## src/hw/rtl/asc_pkg.sv

```systemverilog
// Shared types, constants and helpers of the analog sample conditioner.
`timescale 1ns / 1ps

package asc_pkg;

  localparam int DATA_W    = 32;
  localparam int ACC_W     = 64;
  localparam int LIMIT_W   = 12;
  localparam int WEIGHT_W  = 17;
  localparam int MODE_W    = 3;
  localparam int LINK_W    = 2;
  localparam int CFG_IDX_W = 3;

  // Mode register bits
  localparam int MODE_EMA   = 0;
  localparam int MODE_CLAMP = 1;
  localparam int MODE_SCALE = 2;

  // Fixed-point constants (Q16.16 / Q1.16)
  localparam int FRAC_BITS = 16;
  localparam logic [WEIGHT_W-1:0] WEIGHT_ONE = WEIGHT_W'(65536);
  localparam logic signed [DATA_W-1:0] LEVEL_THRESH = 32'sd32768;
  localparam logic signed [ACC_W-1:0] ROUND_HALF = 64'sd32768;
  localparam logic signed [DATA_W-1:0] SAT_MAX = 32'sh7FFF_FFFF;
  localparam logic signed [DATA_W-1:0] SAT_MIN = 32'sh8000_0000;

  // Quality codes
  localparam logic [1:0] QUAL_GOOD  = 2'd0;
  localparam logic [1:0] QUAL_STALE = 2'd1;
  localparam logic [1:0] QUAL_FAULT = 2'd2;
  localparam logic [1:0] QUAL_RANGE = 2'd3;

  // Status codes
  localparam logic [1:0] STAT_OK          = 2'd0;
  localparam logic [1:0] STAT_RANGE       = 2'd1;
  localparam logic [1:0] STAT_CLAMP       = 2'd2;
  localparam logic [1:0] STAT_RANGE_CLAMP = 2'd3;

  // Result tdata layout
  localparam int OUT_VALUE_LSB  = 0;
  localparam int OUT_LEVEL_BIT  = 32;
  localparam int OUT_QUAL_LSB   = 33;
  localparam int OUT_STATUS_LSB = 35;
  localparam int OUT_TDATA_W    = 40;

  // Register indexes
  typedef enum logic [CFG_IDX_W-1:0] {
    REG_RAW_LIMIT_A = 3'd0,
    REG_RAW_LIMIT_B = 3'd1,
    REG_GAIN        = 3'd2,
    REG_BIAS        = 3'd3,
    REG_WEIGHT      = 3'd4,
    REG_CLAMP_LOW   = 3'd5,
    REG_CLAMP_HIGH  = 3'd6,
    REG_MODE        = 3'd7
  } reg_idx_e;

  typedef struct packed {
    logic [LIMIT_W-1:0]       raw_limit_a;
    logic [LIMIT_W-1:0]       raw_limit_b;
    logic signed [DATA_W-1:0] gain;
    logic signed [DATA_W-1:0] bias;
    logic [WEIGHT_W-1:0]      smoothing_weight;
    logic signed [DATA_W-1:0] clamp_low;
    logic signed [DATA_W-1:0] clamp_high;
    logic [MODE_W-1:0]        mode_flags;
  } cfg_t;

  // Saturate a 64-bit signed value to 32 bits
  function automatic logic signed [DATA_W-1:0] sat32(input logic signed [ACC_W-1:0] v);
    logic signed [DATA_W-1:0] r;
    if (v[ACC_W-1:DATA_W-1] == {(ACC_W-DATA_W+1){v[ACC_W-1]}}) begin
      r = v[DATA_W-1:0];
    end else if (v[ACC_W-1]) begin
      r = SAT_MIN;
    end else begin
      r = SAT_MAX;
    end
    return r;
  endfunction

endpackage

```

## src/hw/rtl/asc_cfg_regs.sv

```systemverilog
// Configuration register bank of the analog sample conditioner.
`timescale 1ns / 1ps

module asc_cfg_regs (
  input  logic                             clk_i,
  input  logic                             rst_ni,
  input  logic                             cfg_we_i,
  input  logic [asc_pkg::CFG_IDX_W-1:0]    cfg_addr_i,
  input  logic [asc_pkg::DATA_W-1:0]       cfg_wdata_i,
  output asc_pkg::cfg_t                    cfg_o
);

  asc_pkg::cfg_t cfg_q;

  // Write one register per enabled cycle
  always_ff @(posedge clk_i or negedge rst_ni) begin
    if (!rst_ni) begin
      cfg_q.raw_limit_a      <= asc_pkg::LIMIT_W'(0);
      cfg_q.raw_limit_b      <= asc_pkg::LIMIT_W'(4095);
      cfg_q.gain             <= 32'sd1600;
      cfg_q.bias             <= 32'sd0;
      cfg_q.smoothing_weight <= asc_pkg::WEIGHT_W'(13107);
      cfg_q.clamp_low        <= 32'sd0;
      cfg_q.clamp_high       <= 32'sd6553600;
      cfg_q.mode_flags       <= asc_pkg::MODE_W'(0);
    end else if (cfg_we_i) begin
      unique case (asc_pkg::reg_idx_e'(cfg_addr_i))
        asc_pkg::REG_RAW_LIMIT_A: cfg_q.raw_limit_a <= cfg_wdata_i[asc_pkg::LIMIT_W-1:0];
        asc_pkg::REG_RAW_LIMIT_B: cfg_q.raw_limit_b <= cfg_wdata_i[asc_pkg::LIMIT_W-1:0];
        asc_pkg::REG_GAIN:        cfg_q.gain        <= cfg_wdata_i;
        asc_pkg::REG_BIAS:        cfg_q.bias        <= cfg_wdata_i;
        asc_pkg::REG_WEIGHT:
          cfg_q.smoothing_weight <= cfg_wdata_i[asc_pkg::WEIGHT_W-1:0];
        asc_pkg::REG_CLAMP_LOW:   cfg_q.clamp_low   <= cfg_wdata_i;
        asc_pkg::REG_CLAMP_HIGH:  cfg_q.clamp_high  <= cfg_wdata_i;
        asc_pkg::REG_MODE:        cfg_q.mode_flags  <= cfg_wdata_i[asc_pkg::MODE_W-1:0];
        default: ;
      endcase
    end
  end

  assign cfg_o = cfg_q;

endmodule

```

## src/hw/rtl/asc_mac.sv

```systemverilog
// Shared multiply-add unit with a registered result.
`timescale 1ns / 1ps

module asc_mac #(
  parameter int B_W = 18
) (
  input  logic                              clk_i,
  input  logic                              en_i,
  input  logic signed [asc_pkg::DATA_W:0]   a_i,
  input  logic signed [B_W-1:0]             b_i,
  input  logic signed [asc_pkg::ACC_W-1:0]  c_i,
  output logic signed [asc_pkg::ACC_W-1:0]  p_o
);

  localparam int P_W = asc_pkg::DATA_W + 1 + B_W;

  logic signed [P_W-1:0]            prod;
  logic signed [asc_pkg::ACC_W-1:0] p_d;
  logic signed [asc_pkg::ACC_W-1:0] p_q;

  // Multiply, sign-extend and add
  assign prod = a_i * b_i;
  assign p_d  = $signed({{(asc_pkg::ACC_W-P_W){prod[P_W-1]}}, prod}) + c_i;

  // Hold the result for the sequencer
  always_ff @(posedge clk_i) begin
    if (en_i) begin
      p_q <= p_d;
    end
  end

  assign p_o = p_q;

endmodule

```

## src/hw/rtl/analog_sample_conditioner_top.sv

```systemverilog
// Top level of the analog sample conditioner: sequencer, filter state and output register.
`timescale 1ns / 1ps

// One raw sample enters per item and yields one result item: value in signed
// Q16.16, level bit, quality and status. Each item goes through the steps accept,
// scale, filter and finish; with smoothing enabled and the filter seeded it also
// goes through a smoothing step and a state update, because the single multiply-add
// unit is used a second time for the smoothing step. The block is not ready while
// an item is in work; the finished result sits in an output register, so the next
// item can be taken while the result still waits on m_axis_tready. Configuration must be
// written only while no item is in work; the block itself does not enforce this.
module analog_sample_conditioner_top #(
  parameter int RAW_BITS = 12
) (
  input  logic                               clk_i,
  input  logic                               rst_ni,
  // Input stream, tdata: raw_sample [RAW_BITS-1:0], link_quality [RAW_BITS+1:RAW_BITS]
  input  logic                               s_axis_tvalid,
  output logic                               s_axis_tready,
  input  logic [((RAW_BITS+9)/8)*8-1:0]      s_axis_tdata,
  // Result stream, tdata: eng_value [31:0], level_bit [32], sample_quality [34:33],
  // status_code [36:35], zero [39:37]
  output logic                               m_axis_tvalid,
  input  logic                               m_axis_tready,
  output logic [asc_pkg::OUT_TDATA_W-1:0]    m_axis_tdata,
  // Configuration write port
  input  logic                               cfg_we_i,
  input  logic [asc_pkg::CFG_IDX_W-1:0]      cfg_addr_i,
  input  logic [asc_pkg::DATA_W-1:0]         cfg_wdata_i
);

  localparam int B_W   = (RAW_BITS + 1 > 18) ? RAW_BITS + 1 : 18;
  localparam int CMP_W = (RAW_BITS > asc_pkg::LIMIT_W) ? RAW_BITS : asc_pkg::LIMIT_W;
  localparam int DW    = asc_pkg::DATA_W;
  localparam int AW    = asc_pkg::ACC_W;

  typedef enum logic [2:0] {
    S_IDLE,
    S_SCALE,
    S_FILT,
    S_EMA,
    S_UPD,
    S_DONE
  } state_e;

  asc_pkg::cfg_t cfg;

  state_e                     state_q;
  logic [RAW_BITS-1:0]        raw_q;
  logic [asc_pkg::LINK_W-1:0] link_q;
  logic signed [DW-1:0]       v_q;
  logic signed [DW-1:0]       s_q;
  logic                       seeded_q;
  logic                       out_valid_q;
  logic signed [DW-1:0]       out_value_q;
  logic                       out_level_q;
  logic [1:0]                 out_qual_q;
  logic [1:0]                 out_status_q;

  logic                       mac_en;
  logic signed [DW:0]         mac_a;
  logic signed [B_W-1:0]      mac_b;
  logic signed [AW-1:0]       mac_c;
  logic signed [AW-1:0]       mac_p;

  logic [asc_pkg::WEIGHT_W-1:0] w_clip;
  logic signed [DW:0]           diff;
  logic [AW-1:0]                pass_wide;
  logic signed [DW-1:0]         pass_val;
  logic signed [DW-1:0]         scaled_val;
  logic signed [AW-1:0]         ema_step;
  logic signed [DW-1:0]         ema_val;

  logic                         in_accept;
  logic                         out_load;
  logic [CMP_W-1:0]             raw_cmp;
  logic [CMP_W-1:0]             lim_a;
  logic [CMP_W-1:0]             lim_b;
  logic [CMP_W-1:0]             lim_lo;
  logic [CMP_W-1:0]             lim_hi;
  logic                         raw_outside;
  logic signed [DW-1:0]         v_in;
  logic signed [DW-1:0]         v_lo;
  logic signed [DW-1:0]         v_fin;
  logic                         clamped;
  logic [1:0]                   qual_base;
  logic [1:0]                   qual_fin;
  logic [1:0]                   status_fin;

  asc_cfg_regs u_cfg (
    .clk_i       (clk_i),
    .rst_ni      (rst_ni),
    .cfg_we_i    (cfg_we_i),
    .cfg_addr_i  (cfg_addr_i),
    .cfg_wdata_i (cfg_wdata_i),
    .cfg_o       (cfg)
  );

  asc_mac #(
    .B_W (B_W)
  ) u_mac (
    .clk_i (clk_i),
    .en_i  (mac_en),
    .a_i   (mac_a),
    .b_i   (mac_b),
    .c_i   (mac_c),
    .p_o   (mac_p)
  );

  // Handshakes
  assign s_axis_tready = (state_q == S_IDLE);
  assign in_accept     = s_axis_tvalid && s_axis_tready;
  assign out_load      = (state_q == S_DONE) && (!out_valid_q || m_axis_tready);

  // Feed the shared unit: raw*gain+bias when scaling, w*diff+half when smoothing
  assign w_clip = cfg.smoothing_weight[asc_pkg::WEIGHT_W-1] ?
                  asc_pkg::WEIGHT_ONE : cfg.smoothing_weight;
  assign diff   = $signed({v_q[DW-1], v_q}) - $signed({s_q[DW-1], s_q});
  assign mac_en = (state_q == S_SCALE) || (state_q == S_EMA);

  always_comb begin
    if (state_q == S_SCALE) begin
      mac_a = $signed({cfg.gain[DW-1], cfg.gain});
      mac_b = $signed({{(B_W-RAW_BITS){1'b0}}, raw_q});
      mac_c = $signed({{(AW-DW){cfg.bias[DW-1]}}, cfg.bias});
    end else begin
      mac_a = diff;
      mac_b = $signed({{(B_W-asc_pkg::WEIGHT_W){1'b0}}, w_clip});
      mac_c = asc_pkg::ROUND_HALF;
    end
  end

  // Passthrough value and scaled value
  assign pass_wide  = {{(AW-RAW_BITS){1'b0}}, raw_q} << asc_pkg::FRAC_BITS;
  assign pass_val   = asc_pkg::sat32($signed(pass_wide));
  assign scaled_val = asc_pkg::sat32(mac_p);

  // Smoothing update: floor shift of the rounded weighted step
  assign ema_step = mac_p >>> asc_pkg::FRAC_BITS;
  assign ema_val  = asc_pkg::sat32($signed({{(AW-DW){s_q[DW-1]}}, s_q}) + ema_step);

  // Range check against the raw limits in either order
  assign raw_cmp     = CMP_W'(raw_q);
  assign lim_a       = CMP_W'(cfg.raw_limit_a);
  assign lim_b       = CMP_W'(cfg.raw_limit_b);
  assign lim_lo      = (lim_a < lim_b) ? lim_a : lim_b;
  assign lim_hi      = (lim_a < lim_b) ? lim_b : lim_a;
  assign raw_outside = (raw_cmp < lim_lo) || (raw_cmp > lim_hi);

  // Finish: select value, clamp, derive quality and status
  always_comb begin
    qual_base  = (link_q == asc_pkg::QUAL_RANGE) ? asc_pkg::QUAL_FAULT : link_q;
    qual_fin   = qual_base;
    status_fin = asc_pkg::STAT_OK;
    v_in       = (cfg.mode_flags[asc_pkg::MODE_SCALE] && cfg.mode_flags[asc_pkg::MODE_EMA]) ?
                 s_q : v_q;
    v_lo       = (v_in < cfg.clamp_low) ? cfg.clamp_low : v_in;
    v_fin      = v_in;
    clamped    = 1'b0;
    if (cfg.mode_flags[asc_pkg::MODE_SCALE]) begin
      if (raw_outside) begin
        status_fin = asc_pkg::STAT_RANGE;
        if (qual_base == asc_pkg::QUAL_GOOD) begin
          qual_fin = asc_pkg::QUAL_RANGE;
        end
      end
      if (cfg.mode_flags[asc_pkg::MODE_CLAMP]) begin
        clamped = (v_in < cfg.clamp_low) || (v_lo > cfg.clamp_high);
        v_fin   = (v_lo > cfg.clamp_high) ? cfg.clamp_high : v_lo;
        if (clamped) begin
          status_fin = (qual_fin == asc_pkg::QUAL_RANGE) ?
                       asc_pkg::STAT_RANGE_CLAMP : asc_pkg::STAT_CLAMP;
        end
      end
    end
  end

  // Sequencer, filter state and output register
  always_ff @(posedge clk_i or negedge rst_ni) begin
    if (!rst_ni) begin
      state_q      <= S_IDLE;
      raw_q        <= '0;
      link_q       <= '0;
      v_q          <= '0;
      s_q          <= '0;
      seeded_q     <= 1'b0;
      out_valid_q  <= 1'b0;
      out_value_q  <= '0;
      out_level_q  <= 1'b0;
      out_qual_q   <= '0;
      out_status_q <= '0;
    end else begin
      // Raise valid on load, drop it once the result is taken
      if (out_load) begin
        out_valid_q <= 1'b1;
      end else if (out_valid_q && m_axis_tready) begin
        out_valid_q <= 1'b0;
      end
      unique case (state_q)
        S_IDLE: begin
          if (in_accept) begin
            raw_q   <= s_axis_tdata[RAW_BITS-1:0];
            link_q  <= s_axis_tdata[RAW_BITS +: asc_pkg::LINK_W];
            state_q <= S_SCALE;
          end
        end
        S_SCALE: begin
          state_q <= S_FILT;
        end
        S_FILT: begin
          if (!cfg.mode_flags[asc_pkg::MODE_SCALE]) begin
            v_q     <= pass_val;
            state_q <= S_DONE;
          end else begin
            v_q <= scaled_val;
            if (cfg.mode_flags[asc_pkg::MODE_EMA] && seeded_q) begin
              state_q <= S_EMA;
            end else begin
              if (cfg.mode_flags[asc_pkg::MODE_EMA]) begin
                s_q      <= scaled_val;
                seeded_q <= 1'b1;
              end
              state_q <= S_DONE;
            end
          end
        end
        S_EMA: begin
          state_q <= S_UPD;
        end
        S_UPD: begin
          s_q     <= ema_val;
          state_q <= S_DONE;
        end
        S_DONE: begin
          if (out_load) begin
            out_value_q  <= v_fin;
            out_level_q  <= (v_fin > asc_pkg::LEVEL_THRESH);
            out_qual_q   <= qual_fin;
            out_status_q <= status_fin;
            state_q      <= S_IDLE;
          end
        end
        default: state_q <= S_IDLE;
      endcase
    end
  end

  assign m_axis_tvalid = out_valid_q;
  assign m_axis_tdata  = {3'b000, out_status_q, out_qual_q, out_level_q, out_value_q};

endmodule

```

## config.mk

```make
export PLATFORM = sky130hd
export DESIGN_NAME = analog_sample_conditioner_top
export DESIGN_NICKNAME = d
export VERILOG_FILES = /design/src/hw/rtl/asc_pkg.sv /design/src/hw/rtl/asc_cfg_regs.sv /design/src/hw/rtl/asc_mac.sv /design/src/hw/rtl/analog_sample_conditioner_top.sv
export SDC_FILE = /design/constraint.sdc
export NUM_CORES = 2
export LEC_CHECK = 0
export ABC_AREA = 1
export BUFFER_PORTS_ARGS = -buffer_cell sky130_fd_sc_hd__buf_2
export CAP_MARGIN = 10
export CORE_ASPECT_RATIO = 1.4
export CORE_MARGIN = 2
export CORE_UTILIZATION = 45
export CTS_CLUSTER_DIAMETER = 30
export DETAILED_ROUTE_END_ITERATION = 7
export GPL_ROUTABILITY_DRIVEN = 0
export HOLD_SLACK_MARGIN = 0.15
export SLEW_MARGIN = 20
export SYNTH_ARGS = -nofsm -noshare
export SYNTH_HDL_FRONTEND = slang
export SYNTH_HIERARCHICAL = 1
export SYNTH_SLANG_ARGS = --single-unit
```

## constraint.sdc

```tcl
create_clock -name clk_i -period 12 [get_ports clk_i]
set_clock_uncertainty 0.1 [all_clocks]
set_input_delay 1.2 -clock clk_i [delete_from_list [all_inputs] [get_ports clk_i]]
set_output_delay 1.2 -clock clk_i [all_outputs]
set_load 0.02 [all_outputs]
```

Word level (Yosys, flattened, before mapping)
Cells that the tools add are included.
- bitwise operators: 1
- multiply operators: 1
- order comparisons: 6
- add/sub/neg operators: 3
- divide/modulo/power cells: 0
- shift operators: 0
- muxes and demuxes: 37
- reduce and logical (&&, ||, !) cells: 28
- equal/unequal tests: 21
- operator list (cell ; count):
    2-to-1 mux 32 bit ; 13
    adder 51 x 64 -> 64 bit ; 1
    equality test 32 bit ; 2
    2-to-1 mux 64 bit ; 1
    case mux 32 bit (2 select lines) ; 1
    multiplier 33 x 18 -> 51 bit ; 1
    adder 32 x 48 -> 49 bit ; 1
    2-to-1 mux 17 bit ; 2
    2-to-1 mux 33 bit ; 1
    subtractor 32 x 32 -> 33 bit ; 1
    greater-than comparator 32 x 17 -> 1 bit, second input constant ; 1
    greater-than comparator 32 bit ; 1
    < comparator 32 bit ; 1
    < comparator 12 bit ; 2
    2-to-1 mux 12 bit ; 2
    AND reduction 2 bit ; 11
    equality test 3 bit, second input constant ; 6
    case mux 3 bit (6 select lines) ; 1
    2-to-1 mux 2 bit ; 8
    equality test 3 x 2 -> 1 bit, second input constant ; 4
    greater-than comparator 12 bit ; 1
    2-to-1 mux 3 bit ; 4
    AND reduction 4 bit ; 2
    equality test 3 x 1 -> 1 bit, second input constant ; 2
    11 further kinds ; 27
- logic and storage cells: 117
- input port bits: 56
- latch bits: 0
- bits in read-only memories: 0
- bits in writable memories: 0
- memories: 0
- output and inout bits: 42
- register bits: 356

Longest topological paths before layout
- word-level depth: 11
- gate-level depth with buffers: 52
- mapped depth without buffers: 50

Cells and area by module
The synthesis kept the hierarchy.
- by module, submodules not included (module ; seq. area each (um^2) ; area each (um^2) ; times used ; cells an instance):
    asc_mac ; 1921.8 ; 28616.2 ; 1 ; 3671
    analog_sample_conditioner_top ; 3002.9 ; 15965.3 ; 1 ; 2655
    asc_cfg_regs ; 4336.7 ; 6667.6 ; 1 ; 757

Worst setup path before layout
No wires, ideal clock.
- path type: reg-to-reg
- start point: register state_q[2]
- end point: register u_mac.p_q (netlist bit u_mac/p_o[61]) (data pin)
- cell stages (with the launch flop): 21
- clock period less this slack: 11057 ps
- setup slack: 943 ps
- arrival time: 10704 ps
- path buffers: 1
- library setup time: 252 ps
- required time: 11648 ps
- cell sequence: dfrtp_1 > nor2_1 > nand2_1 > clkbuf_1 > nor2_1 > fa_1 > fa_1 > fa_1 > inv_1 > fa_1 > inv_1 > ha_1 > ha_1 > nand2_1 > nor2_1 > nand2_1 > nor3_4 > and3_1 > nand2_1 > nand3_1 > nand2_1
- elaborated cells on any way between the ends: 6
- classes of those cells: 1 x add/sub; 1 x mul; 1 x eq/ne; 3 x mux
- RTL lines (what ; line ; RTL):
    start, declared ; analog_sample_conditioner_top.sv:48 ; state_e state_q;
    start signal, assigned ; analog_sample_conditioner_top.sv:181 ; state_q <= S_IDLE;
    start signal, assigned ; analog_sample_conditioner_top.sv:204 ; state_q <= S_SCALE;
    start signal, assigned ; analog_sample_conditioner_top.sv:208 ; state_q <= S_FILT;
    equality test 3 x 1 -> 1 bit ; analog_sample_conditioner_top.sv:122 ; if (state_q == S_SCALE) begin
    2-to-1 mux 64 bit ; analog_sample_conditioner_top.sv:122 ;
    named net mac_c[31] ; analog_sample_conditioner_top.sv:63 ; logic signed [AW-1:0] mac_c;
    adder 51 x 64 -> 64 bit ; asc_mac.sv:23 ; assign p_d = $signed({{(asc_pkg::ACC_W-P_W){prod[P_W-1]}}, prod}) + c_i;
    named net u_mac.p_d, one bit ; asc_mac.sv:18 ; logic signed [asc_pkg::ACC_W-1:0] p_d;
    end signal, assigned ; asc_mac.sv:28 ; p_q <= p_d;
    end, declared ; asc_mac.sv:19 ; logic signed [asc_pkg::ACC_W-1:0] p_q;
The timed path passes the listed nets, and every way through them passes these cells.
A chain may end at the register's enable or synchronous reset.

Worst setup path after layout
- start point: register s_q[0]
- end point: register u_mac.p_q (netlist bit u_mac/p_o[56]) (data pin)
- longest elaborated chain between the ends: 4
- ends and longest elaborated chain (what ; line ; RTL):
    start, declared ; analog_sample_conditioner_top.sv:52 ; logic signed [DW-1:0] s_q;
    start signal, assigned ; analog_sample_conditioner_top.sv:220 ; s_q <= scaled_val;
    start signal, assigned ; analog_sample_conditioner_top.sv:231 ; s_q <= ema_val;
    subtractor 32 x 32 -> 33 bit ; analog_sample_conditioner_top.sv:118 ; assign diff = $signed({v_q[DW-1], v_q}) - $signed({s_q[DW-1], s_q});
    2-to-1 mux 33 bit ; analog_sample_conditioner_top.sv:122 ;
    named net mac_a[32] ; analog_sample_conditioner_top.sv:61 ; logic signed [DW:0] mac_a;
    multiplier 33 x 18 -> 51 bit ; asc_mac.sv:22 ; assign prod = a_i * b_i;
    adder 51 x 64 -> 64 bit ; asc_mac.sv:23 ;
    named net u_mac.p_d, one bit ; asc_mac.sv:18 ;
The timed path passes the listed nets, and every way through them passes these cells.

==> impl_metrics.csv <==
group,metric,value,unit
clock_tree,clk_path_buf_depth,3,
setup_path,cpMaxStageDelayCell,"fa_1",
setup_path,endpoint_kind,"register",
clock_tree,cts_buffers,72,
yosys,seq_area_frac_synth,18.07,%
global_routing,first_global_vias,45620,
final_layout,layout_common_cells,"nand2_1 (2334), inv_1 (1515), fa_1 (677)",
final_layout,diodes,0,
yosys,synth_compound_area_share,6.289,%
sta,finalSetupViolCount,0,
floorplan,start_util,45.32,%
sta,timing.final.crit_share,91.72,%
sta,fin_ws,0.9934,ns
yosys,yosys.area_share.adder,34.89,%
placed_design,dp_hpwl,135100,µm
sta,worstMarginPinSlew,1.309,ns
setup_path,crit_required,12.27,ns
yosys,netlist_area,51250,µm²
sta,max_freq,90.85,MHz
final_layout,num-fill-cells,11310,
final_layout,drive_gt1_share,6.698,%
yosys,synth-simple-area-share,25.60,%
placed_design,place_area,53150,µm²
clock_tree,cts_resized,0,
yosys,synth_top_family_by_area,"adder cells",
yosys,avgSynthCellArea,7.236,µm²
clock_tree,worst_skew_pair.late_latency,0.65,ns
final_layout,stdcell_area,55660,µm²
clock_tree,cts_tree,"done",
global_routing,grt_pass1_wl,260300,µm
routing,drcViolationCount,0,
routing,wirelength,169200,µm
clock_tree,path_clk_slew,0.05,ns
routing,vias,44840,
floorplan,ios,98,
clock_tree,postCtsSetupRepairBufs,0,
sta,rsz0062_at_grt,"false",
final_layout,areaGrowthSynthToFinish,8.611,%
sta,maxSlewHeadroom,11.78,%
routing,ant_nets,0,
floorplan,die_h,403.3,µm
yosys,ys.flop_type,"dfrtp_1",
sta,finalSetupTns,0,ns
setup_path,crit_path_max_incr_delay,0.94,ns
yosys,synthCells,7083,
routing,drtPass1Iterations,8,
final_layout,final_common_cell,"nand2_1",
setup_path,worstSetupPathType,"register to register",
worst_hold_path,min_path_type,"register to register",
final_layout,nNetsFinal,8141,
yosys,ys_warn_count,6,
yosys,ys_async_sr_fraction,82.02,%
floorplan,rows,146,
setup_path,crit_arrival,11.27,ns
floorplan,dieArea,116600,µm²
global_routing,antenna_found_initial,0,
routing,wire_per_inst,19.67,µm
yosys,ys_ff_latch,356,
floorplan,die_w,289.2,µm
sta,min_period,11.01,ns
setup_path,critPathLaunchType,"register",
clock_tree,cts_root_buffer,"clkbuf_16",
global_routing,grt_max_degree,94,
placed_design,place_worst_setup_slack,1.135,ns
yosys,ys_types,61,
setup_path,critPathMaxFanout,17,
floorplan,core_area,113100,µm²
placed_design,portBuffers,92,
clock_tree,clock_sinks,356,
clock_tree,ctsHtreeMaxLevel,3,
clock_tree,hold_buffers,0,
setup_path,cpMostUsedCell,"nand2_1",
sta,drv_slew,0,
yosys,muxShareOfSynthArea,0.2417,%
status,status,"completed",
yosys,synth-xor-area-share,1.487,%
routing,drt_iter0_drc,3298,
global_routing,overflow,0,
run,cap_violations,0,
routing,vias_per_cell,5.212,
global_routing,grt_use_total,29.51,%
yosys,synth_edf_count,64,
sta,hold_viol,0,
==> Yosys cell counts (all sizes together), types with 4 or more instances <==
cell type	n	area share, %
nand2	2367	18
inv	1533	11
fa	677	26
nor2	424	3.3
ha	346	8.4
nand3	309	3.1
dfrtp	266	13
a21oi	230	2.3
clkbuf	210	1.5
o21ai	189	1.9
edfxtp	64	3.7
buf	60	0.63
xor2	60	1.0
nand4	42	0.51
nor3	39	0.48
a31oi	35	0.43
o21bai	27	0.40
xnor2	27	0.46
dfstp	26	1.3
a21boi	23	0.35
o211ai	21	0.31
nor4	17	0.21
or2	17	0.21
a21o	11	0.16
a22o	11	0.19
mux2	11	0.24
and3	7	0.085
nand3b	6	0.11
o21a	5	0.073
a211oi	4	0.059
==> critical path: cells and delay by family (launching register included) <==
family | cells | cell delay (ns)
AOI/OAI and AO/OA | 5 | 1.31
buffers and inverters | 9 | 1.13
DFF | 1 | 0.42
and+or+nand+nor | 21 | 2.41
adders and majority gates | 10 | 5.30
==> logic make-up after synthesis <==
kind of cell,Yosys count
and+or+nand+nor,3232
DFF,356
xor gates and xnor gates,87
muxes,11
buffers and inverters,1804
other,1
adders and majority gates,1023
AOI/OAI and AO/OA,569
==> state kept, by name, summed over array words and instances (netlist names) <==
signal         count
link_q             2
m_axis_tvalid      1
out_level_q        1
out_qual_q         2
out_status_q       2
out_value_q       32
raw_cmp           12
s_q               32
seeded_q           1
state_q            3
u_cfg/cfg_o      172
u_mac/p_o         64
v_q               32
==> final timing paths <==
| kind | start | end | slack, ns | cells after the start |
|---|---|---|---|---|
| setup / recovery | s_q[0] | u_mac/p_o[56] | 0.99 | 45 |
| hold / removal | u_cfg/cfg_o[149] | u_cfg/cfg_o[149] | 0.36 | 2 |
| setup reg to reg | s_q[0] | u_mac/p_o[56] | 0.99 | 45 |
| hold reg to reg | u_cfg/cfg_o[149] | u_cfg/cfg_o[149] | 0.36 | 2 |
| max in group asynchronous | rst_ni | u_cfg/cfg_o[99] | 9.07 | 3 |
| min in group asynchronous | rst_ni | u_cfg/cfg_o[164] | 0.44 | 1 |
==> final cells by class <==
| type | count | area (µm²) | share of cell area, % |
|---|---|---|---|
| clock buffers | 80 | 1926 | 3.459 |
| clock inverters | 54 | 586.8 | 1.054 |
| multi-input cells | 4926 | 35210 | 63.25 |
| flip-flops and latches | 356 | 9261 | 16.64 |
| repair buffers | 172 | 1071 | 1.924 |
| inverters | 1534 | 5758 | 10.34 |
| well taps | 1480 | 1852 | 3.327 |
==> stage by stage <==
stage / instances / hold WS, ns / utilization (%)
6_report: 8602 / 0.3593 / 49.23
5_1_grt: 8602 / 0.3668 / 49.23
4_1_cts: 8602 / 0.3610 / 49.23
3_5_place_dp: 8468 / 0.3542 / 47.00
3_3_place_gp: 8468 / 0.3506 / 47.00
2_1_floorplan: 7086 / 0.3414 / -
==> metal layers <==
layer,routed length [µm],track usage (%),vias up
met4,15270,22.62,0
met5,0,0,-
li1,-,-,21140
met3,8795,4.074,507
met2,83950,51.08,1475
met1,61190,32.49,21720
Power is not shown: default switching activity piles up to over one toggle a cycle in this logic, so the estimate is an artifact.
